--- src/rtl/ctpd_pkg.sv ---
`timescale 1ns / 1ps

package ctpd_pkg;

	localparam int ACTION_W = 2;
	localparam int TS_W     = 32;
	localparam int RATE_W   = 16;
	localparam int TOOTH_W  = 5;
	localparam int STEP_W   = 5;
	localparam int REVS_W   = 16;
	localparam int ANGLE_W  = 10;
	localparam int OFFSET_W = 10;
	localparam int DEG_W    = 9;
	localparam int PROD_W   = TS_W + RATE_W;
	localparam int FRAC_W   = 15;
	localparam int SUM_W    = 12;

	localparam logic [TOOTH_W-1:0] TOOTH_COUNT = 5'd24;
	localparam logic [TOOTH_W-1:0] WAIT_COUNT  = 5'd25;
	localparam logic [STEP_W-1:0]  FIRST_STEP  = 5'd15;
	localparam logic [ANGLE_W-1:0] INTERP_MAX  = 10'd719;
	localparam logic [ANGLE_W-1:0] HALF_DEG    = 10'd360;
	localparam logic signed [SUM_W-1:0] CYCLE_DEG   = 12'sd720;
	localparam logic signed [SUM_W-1:0] TWO_CYCLES  = 12'sd1440;

	localparam logic [ACTION_W-1:0] ACT_TOOTH = 2'd0;
	localparam logic [ACTION_W-1:0] ACT_CAM   = 2'd1;
	localparam logic [ACTION_W-1:0] ACT_QUERY = 2'd2;

	// angle of tooth n (1..24) after the cam mark; zero outside that range
	function automatic logic [DEG_W-1:0] tooth_angle(input logic [TOOTH_W-1:0] tooth);
		logic [DEG_W-1:0] deg;
		case (tooth)
			5'd1:    deg = 9'd12;
			5'd2:    deg = 9'd18;
			5'd3:    deg = 9'd33;
			5'd4:    deg = 9'd48;
			5'd5:    deg = 9'd63;
			5'd6:    deg = 9'd78;
			5'd7:    deg = 9'd102;
			5'd8:    deg = 9'd108;
			5'd9:    deg = 9'd123;
			5'd10:   deg = 9'd138;
			5'd11:   deg = 9'd162;
			5'd12:   deg = 9'd177;
			5'd13:   deg = 9'd183;
			5'd14:   deg = 9'd198;
			5'd15:   deg = 9'd222;
			5'd16:   deg = 9'd237;
			5'd17:   deg = 9'd252;
			5'd18:   deg = 9'd258;
			5'd19:   deg = 9'd282;
			5'd20:   deg = 9'd288;
			5'd21:   deg = 9'd312;
			5'd22:   deg = 9'd327;
			5'd23:   deg = 9'd342;
			5'd24:   deg = 9'd357;
			default: deg = 9'd0;
		endcase
		return deg;
	endfunction

	typedef struct packed {
		logic               in_sync;
		logic [TOOTH_W-1:0] tooth_number;
		logic [STEP_W-1:0]  tooth_step_deg;
		logic               second_revolution;
		logic [TS_W-1:0]    revolution_period_us;
		logic [REVS_W-1:0]  revolution_count;
	} status_t;

endpackage

--- src/rtl/ctpd_in_if.sv ---
`timescale 1ns / 1ps

interface ctpd_in_if;
	logic                            valid;
	logic                            ready;
	logic [ctpd_pkg::ACTION_W-1:0]   action;
	logic [ctpd_pkg::TS_W-1:0]       timestamp_us;
	logic [ctpd_pkg::RATE_W-1:0]     deg_per_us_q15;

	modport source (output valid, output action, output timestamp_us,
		output deg_per_us_q15, input ready);
	modport sink (input valid, input action, input timestamp_us,
		input deg_per_us_q15, output ready);
endinterface

--- src/rtl/ctpd_out_if.sv ---
`timescale 1ns / 1ps

interface ctpd_out_if;
	logic                            valid;
	logic                            ready;
	logic                            in_sync;
	logic [ctpd_pkg::TOOTH_W-1:0]    tooth_number;
	logic [ctpd_pkg::STEP_W-1:0]     tooth_step_deg;
	logic                            second_revolution;
	logic [ctpd_pkg::TS_W-1:0]       revolution_period_us;
	logic [ctpd_pkg::REVS_W-1:0]     revolution_count;
	logic [ctpd_pkg::ANGLE_W-1:0]    crank_angle_deg;

	modport source (output valid, output in_sync, output tooth_number,
		output tooth_step_deg, output second_revolution, output revolution_period_us,
		output revolution_count, output crank_angle_deg, input ready);
	modport sink (input valid, input in_sync, input tooth_number,
		input tooth_step_deg, input second_revolution, input revolution_period_us,
		input revolution_count, input crank_angle_deg, output ready);
endinterface

--- src/rtl/crank_tooth_position_decoder.sv ---
// A request passes through the input register, the multiply stage and the result register.
// Throughput: one request per cycle while results.ready does not stall the pipeline;
// each stage holds while the stage after it is full and cannot advance.
// Decoder state updates when a request leaves the input register, so requests see it in order.
// Reset (arst_n low, asynchronous): pipeline empty, tooth count 25 (waiting for cam),
// no sync, first half, times and revolution count zero, step 15, angle offset zero.
`timescale 1ns / 1ps

module crank_tooth_position_decoder (
	input  logic                                 clk,
	input  logic                                 arst_n,
	ctpd_in_if.sink                              events,
	ctpd_out_if.source                           results,
	input  logic                                 angle_offset_we,
	input  logic signed [ctpd_pkg::OFFSET_W-1:0] angle_offset_wdata
);
	import ctpd_pkg::*;

	// configuration and decoder state
	logic signed [OFFSET_W-1:0] angle_offset_q;
	logic [TOOTH_W-1:0]         tooth_q, tooth_d;
	logic                       half_q, half_d;
	logic                       sync_q, sync_d;
	logic [TS_W-1:0]            last_time_q, last_time_d;
	logic [TS_W-1:0]            one_time_q, one_time_d;
	logic [TS_W-1:0]            prev_one_q, prev_one_d;
	logic [REVS_W-1:0]          revs_q, revs_d;
	logic [STEP_W-1:0]          step_q, step_d;

	// stage 1: input register
	logic                valid_s1;
	logic [ACTION_W-1:0] action_s1;
	logic [TS_W-1:0]     ts_s1;
	logic [RATE_W-1:0]   rate_s1;

	// stage 2: product and snapshot
	logic                       valid_s2;
	logic                       query_s2;
	logic [PROD_W-FRAC_W-1:0]   interp_s2;
	logic [ANGLE_W-1:0]         base_s2;
	status_t                    status_s2;

	// result register
	logic               out_valid_q;
	status_t            status_q;
	logic [ANGLE_W-1:0] angle_q;

	logic ready_out, ready_s2, ready_s1, adv_s1, adv_s2;

	assign ready_out    = !out_valid_q || results.ready;
	assign ready_s2     = !valid_s2 || ready_out;
	assign ready_s1     = !valid_s1 || ready_s2;
	assign events.ready = ready_s1;
	assign adv_s1       = valid_s1 && ready_s2;
	assign adv_s2       = valid_s2 && ready_out;

	// next decoder state for the request in stage 1
	always_comb begin
		tooth_d     = tooth_q;
		half_d      = half_q;
		sync_d      = sync_q;
		last_time_d = last_time_q;
		one_time_d  = one_time_q;
		prev_one_d  = prev_one_q;
		revs_d      = revs_q;
		step_d      = step_q;
		case (action_s1)
			ACT_TOOTH: begin
				if (tooth_q >= WAIT_COUNT) begin
					sync_d = 1'b0;
				end else if (tooth_q == '0) begin
					tooth_d     = 5'd1;
					prev_one_d  = one_time_q;
					one_time_d  = ts_s1;
					half_d      = !half_q;
					sync_d      = 1'b1;
					revs_d      = revs_q + 1'b1;
					step_d      = FIRST_STEP;
					last_time_d = ts_s1;
				end else if (tooth_q >= TOOTH_COUNT) begin
					// ran past the last tooth without a cam: lose sync
					tooth_d = WAIT_COUNT;
					sync_d  = 1'b0;
				end else begin
					tooth_d     = tooth_q + 1'b1;
					step_d      = STEP_W'(tooth_angle(tooth_q + 1'b1) - tooth_angle(tooth_q));
					last_time_d = ts_s1;
				end
			end
			ACT_CAM: begin
				tooth_d = '0;
				half_d  = 1'b1;
			end
			default: begin
			end
		endcase
	end

	logic [TS_W-1:0]    elapsed;
	logic [PROD_W-1:0]  product;
	logic [ANGLE_W-1:0] base_angle;

	assign elapsed    = ts_s1 - last_time_q;
	assign product    = PROD_W'(elapsed) * PROD_W'(rate_s1);
	assign base_angle = ANGLE_W'(tooth_angle(tooth_q)) + (half_q ? HALF_DEG : '0);

	// stage 2: saturate, add offset, wrap into the 720-degree cycle
	logic [ANGLE_W-1:0]       interp_sat;
	logic signed [SUM_W-1:0]  sum, wrapped;

	assign interp_sat = (interp_s2 > (PROD_W-FRAC_W)'(INTERP_MAX)) ? INTERP_MAX
		: interp_s2[ANGLE_W-1:0];

	always_comb begin
		sum = $signed({2'b00, base_s2}) + SUM_W'(angle_offset_q)
			+ $signed({2'b00, interp_sat});
		if (sum < 0) begin
			wrapped = sum + CYCLE_DEG;
		end else if (sum >= TWO_CYCLES) begin
			wrapped = sum - TWO_CYCLES;
		end else if (sum >= CYCLE_DEG) begin
			wrapped = sum - CYCLE_DEG;
		end else begin
			wrapped = sum;
		end
	end

	always_ff @(posedge clk or negedge arst_n) begin
		if (!arst_n) begin
			angle_offset_q <= '0;
			tooth_q        <= WAIT_COUNT;
			half_q         <= 1'b0;
			sync_q         <= 1'b0;
			last_time_q    <= '0;
			one_time_q     <= '0;
			prev_one_q     <= '0;
			revs_q         <= '0;
			step_q         <= FIRST_STEP;
			valid_s1       <= 1'b0;
			valid_s2       <= 1'b0;
			out_valid_q    <= 1'b0;
		end else begin
			if (angle_offset_we) begin
				angle_offset_q <= angle_offset_wdata;
			end
			if (adv_s1) begin
				tooth_q     <= tooth_d;
				half_q      <= half_d;
				sync_q      <= sync_d;
				last_time_q <= last_time_d;
				one_time_q  <= one_time_d;
				prev_one_q  <= prev_one_d;
				revs_q      <= revs_d;
				step_q      <= step_d;
			end
			if (ready_s1) begin
				valid_s1 <= events.valid;
			end
			if (ready_s2) begin
				valid_s2 <= valid_s1;
			end
			if (ready_out) begin
				out_valid_q <= valid_s2;
			end
		end
	end

	always_ff @(posedge clk) begin
		if (ready_s1 && events.valid) begin
			action_s1 <= events.action;
			ts_s1     <= events.timestamp_us;
			rate_s1   <= events.deg_per_us_q15;
		end
		if (adv_s1) begin
			query_s2                       <= (action_s1 == ACT_QUERY);
			interp_s2                      <= product[PROD_W-1:FRAC_W];
			base_s2                        <= base_angle;
			status_s2.in_sync              <= sync_d;
			status_s2.tooth_number         <= tooth_d;
			status_s2.tooth_step_deg       <= step_d;
			status_s2.second_revolution    <= half_d;
			status_s2.revolution_period_us <= one_time_d - prev_one_d;
			status_s2.revolution_count     <= revs_d;
		end
		if (adv_s2) begin
			status_q <= status_s2;
			angle_q  <= query_s2 ? wrapped[ANGLE_W-1:0] : '0;
		end
	end

	assign results.valid                = out_valid_q;
	assign results.in_sync              = status_q.in_sync;
	assign results.tooth_number         = status_q.tooth_number;
	assign results.tooth_step_deg       = status_q.tooth_step_deg;
	assign results.second_revolution    = status_q.second_revolution;
	assign results.revolution_period_us = status_q.revolution_period_us;
	assign results.revolution_count     = status_q.revolution_count;
	assign results.crank_angle_deg      = angle_q;

endmodule
--- src/flat_wrapper.sv ---
// flat-port wrapper written by rule: the top's interface ports become plain ports
module crank_tooth_position_decoder_flat import ctpd_pkg::*;
  (clk, arst_n, angle_offset_we, angle_offset_wdata, events_valid, events_action, events_timestamp_us, events_deg_per_us_q15, events_ready, results_valid, results_in_sync, results_tooth_number, results_tooth_step_deg, results_second_revolution, results_revolution_period_us, results_revolution_count, results_crank_angle_deg, results_ready);
  ctpd_in_if events_i ();
  ctpd_out_if results_i ();
  input  logic clk;
  input  logic arst_n;
  input  logic angle_offset_we;
  input  logic signed [ctpd_pkg::OFFSET_W-1:0] angle_offset_wdata;
  input wire logic [$bits(events_i.valid)-1:0] events_valid;
  input wire logic [$bits(events_i.action)-1:0] events_action;
  input wire logic [$bits(events_i.timestamp_us)-1:0] events_timestamp_us;
  input wire logic [$bits(events_i.deg_per_us_q15)-1:0] events_deg_per_us_q15;
  output wire logic [$bits(events_i.ready)-1:0] events_ready;
  output wire logic [$bits(results_i.valid)-1:0] results_valid;
  output wire logic [$bits(results_i.in_sync)-1:0] results_in_sync;
  output wire logic [$bits(results_i.tooth_number)-1:0] results_tooth_number;
  output wire logic [$bits(results_i.tooth_step_deg)-1:0] results_tooth_step_deg;
  output wire logic [$bits(results_i.second_revolution)-1:0] results_second_revolution;
  output wire logic [$bits(results_i.revolution_period_us)-1:0] results_revolution_period_us;
  output wire logic [$bits(results_i.revolution_count)-1:0] results_revolution_count;
  output wire logic [$bits(results_i.crank_angle_deg)-1:0] results_crank_angle_deg;
  input wire logic [$bits(results_i.ready)-1:0] results_ready;
  assign events_i.valid = events_valid;
  assign events_i.action = events_action;
  assign events_i.timestamp_us = events_timestamp_us;
  assign events_i.deg_per_us_q15 = events_deg_per_us_q15;
  assign events_ready = events_i.ready;
  assign results_valid = results_i.valid;
  assign results_in_sync = results_i.in_sync;
  assign results_tooth_number = results_i.tooth_number;
  assign results_tooth_step_deg = results_i.tooth_step_deg;
  assign results_second_revolution = results_i.second_revolution;
  assign results_revolution_period_us = results_i.revolution_period_us;
  assign results_revolution_count = results_i.revolution_count;
  assign results_crank_angle_deg = results_i.crank_angle_deg;
  assign results_i.ready = results_ready;
  crank_tooth_position_decoder u_core (.clk(clk), .arst_n(arst_n), .events(events_i), .results(results_i), .angle_offset_we(angle_offset_we), .angle_offset_wdata(angle_offset_wdata));
endmodule
--- config.mk ---
export PLATFORM = sky130hd
export DESIGN_NAME = crank_tooth_position_decoder_flat
export DESIGN_NICKNAME = d
export VERILOG_FILES = /design/src/rtl/ctpd_pkg.sv /design/src/rtl/ctpd_in_if.sv /design/src/rtl/ctpd_out_if.sv /design/src/rtl/crank_tooth_position_decoder.sv /design/src/flat_wrapper.sv
export SDC_FILE = /design/constraint.sdc
export NUM_CORES = 2
export LEC_CHECK = 0
export ABC_AREA = 1
export ABC_CLOCK_PERIOD_IN_PS = 10740
export BUFFER_PORTS_ARGS = -buffer_cell sky130_fd_sc_hd__buf_4
export CORE_UTILIZATION = 50
export DETAILED_ROUTE_END_ITERATION = 16
export HOLD_SLACK_MARGIN = 0.05
export PLACE_DENSITY_LB_ADDON = 0.08
export SLEW_MARGIN = 20
export SYNTH_ARGS = -nofsm -noshare
export SYNTH_HDL_FRONTEND = slang
export SYNTH_SLANG_ARGS = --single-unit
--- constraint.sdc ---
create_clock -name clk -period 10.74 [get_ports clk]
set_clock_uncertainty 0.05 [all_clocks]
set_input_delay 0.537 -clock clk [delete_from_list [all_inputs] [get_ports clk]]
set_output_delay 0.537 -clock clk [all_outputs]
set_load 0.03 [all_outputs]
==> out/results.tsv <==
metric	value	unit
status	finished clean	
start_util	50.8	%
preCtsSetupSlack	2160	ps
rows	96	
slew_headroom	22.7	%
cts.hold.buffers_added	7	
r2r_cells	37	
yosysTopAreaCell	fa_1	
vias	26745	
yosysSeqAreaShare	29.1	%
synth_edf_count	224	
crit_top_cell	inv_1	
cpPeakStageDelay	650	ps
drive_gt1_share	7.94	%
syn2layout_area_growth	9.78	%
grt_pass1_vias	26682	
post-route-period-util	81.0	%
synth_nets	4704	
drc	0	
synth_warnings	0	
synthArstFlopShare	38.0	%
cp_num_buf_inv	11	
avgSynthCellArea	8.75	um2
synth_cell_types	68	
yosys-top-cells-count	inv_1 (784), nand2_1 (725), fa_1 (431), nor2_1 (368), o21ai_0 (269)	
cts_tree	built	
hold_path_class	input pin to flip-flop	
synthSimpleGateAreaFrac	16.3	%
crit_arrival	8980	ps
timing.final.crit_period	8690	ps
grt_first_pass_wirelength	151000	um
drtPass1Iterations	5	
dp_hpwl	76500	um
ys_ff_latch	361	
crit_slowest_cell	xor2_2	
slew_viol_final	0	
fin_cells	5047	
reg2reg_from	u_core.ts_s1[0]	
grt-ovfl-total	0	
track_usage	28.1	%
htree_num_levels	2	
cts_resized	0	
finalSetupViolations	0	
rrSetupSlack	2050	ps
io_pins	137	
cap_violations	0	
insertion_delay	590	ps
drt-total-wl	97600	um
dp_cells	4964	
antenna_left	0	
synth_top_family_by_area	adder cells	
fillCellCount	6433	
timing.fmax	115	MHz
synth_flop_cell	edfxtp_1	
syn_area	34900	um2
nNetsFinal	4796	
yosys.area.top_type_share	24.7	%
criticalPathCategory	flip-flop to flip-flop	
finalWeightedCongestion	0.963	
antenna_cells	0	
postCtsSetupBuffers	0	
synthMuxAreaShare	0.190	%
cts.clk_slew.worst_paths	60	ps
reg2reg_to	u_core.interp_s2[27]	
antenna_found_initial	0	
critPathRequiredTime	11030	ps
finalHoldViolCount	0	
setup_ws	2050	ps
startpoint_type	flip-flop	
crit_path_end_kind	flip-flop	
die_x	266	um
numCtsBuffers	41	
cts_buffer_depth	3	
crit_fanout	11	
cp.depth	37	
crit_family	adder cells	
grt_max_degree	126	
yosysMostFrequentCell	inv_1	
post_synth_fa_ha_maj_area_fraction	32.5	%
seq_area	10200	um2
numPortBuffers	136	
vias_per_cell	5.30	
rsz0062_at_grt	no	
endpoint	u_core.interp_s2[27]	
core_area	68800	um2
synth_compound_area_share	9.19	%
tightest_slew	1160	ps
synthXorXnorAreaFrac	2.71	%
synthTopCellsByArea	fa_1 (25%), edfxtp_1 (19%), dfrtp_1 (9.3%)	
setup_tns	0	ps
die_y	266	um
multi_input_area	21300	um2
drt-initial-drc-count	2273	
die_area	70900	um2
syn_inst	3991	
cts-root-buf	clkbuf_16	
clock-sinks	361	
finish.utilization	55.7	%
wl_per_cell	19.3	um
worstSetupStartpoint	u_core.ts_s1[0]	
-- flip-flops by register name (all words and copies together), names as in the netlist, 32 cells and up --
register / cells
u_core.status_s2: 60
u_core.interp_s2: 33
u_core.last_time_q: 32
u_core.one_time_q: 32
u_core.prev_one_q: 32
u_core.results.revolution_period_us: 32
u_core.ts_s1: 32
-- logic make-up (layout without fill, tap and decap cells) --
kind of cell,Yosys count,count (layout)
AO/OA/AOI/OAI,578,578
adder cells (fa/ha/maj),648,648
multiplexers,6,6
buffers and inverters,929,1054
flip-flops,361,361
AND/OR/NAND/NOR,1366,1366
XOR/XNOR,103,103
-- cell usage in the layout, fill, tap and decap left out, types with 20 or more instances in the layout --
cell type / n
xnor2_1: 34
or2_1: 39
dfrtp_1: 130
or2_2: 20
fa_1: 431
xor2_1: 58
buf_4: 160
inv_1: 782
nand2_1: 724
edfxtp_1: 224
ha_1: 217
nor3_1: 23
a21o_1: 23
a21oi_1: 166
o21ai_1: 23
o21ai_0: 269
inv_2: 23
nor2_1: 367
nand3_1: 127
clkbuf_16: 42
-- layout make-up --
type | count | area share (%)
Tap cell | 931 | 3.04
Inverter | 810 | 7.94
Clock buffer | 47 | 2.79
Timing Repair Buffer | 168 | 3.34
Multi-Input combinational cell | 2701 | 55.6
Sequential cell | 361 | 26.5
Clock inverter | 29 | 0.806
-- how the worst min path moves through the flow --
stage                     slack (ps)  cells after the start                            endpoint                    start
after floorplan                  190                      0            u_core.angle_offset_q[0]                   arst_n
after global placement           350                      0      u_core.results.tooth_number[2]     u_core.status_s2[56]
after detailed placement         350                      0  u_core.results.revolution_count[2]      u_core.status_s2[2]
after CTS                         60                      1                    u_core.ts_s1[23]  events_timestamp_us[23]
after global routing              60                      1                    u_core.ts_s1[29]  events_timestamp_us[29]
final                             90                      1                    u_core.ts_s1[29]  events_timestamp_us[29]
-- per-layer routing --
metal | GRT usage [%] | wire (um) | part of all wire [%]
met1 | 39.3 | 43100 | 44
met2 | 43.0 | 43100 | 44
met3 | 7.87 | 9010 | 9.2
met4 | 6.79 | 2330 | 2.4
met5 | 0 | 0 | 0
-- per-stage QoR --
step,hold WS (ps),cell area (um2)
6_report,86.1,38400
5_1_grt,58.3,38400
4_1_cts,55.5,38400
3_5_place_dp,355,36900
3_3_place_gp,352,36900
2_1_floorplan,191,34900
Power is not shown: default switching activity piles up to over one toggle a cycle in this logic, so the estimate is an artifact.
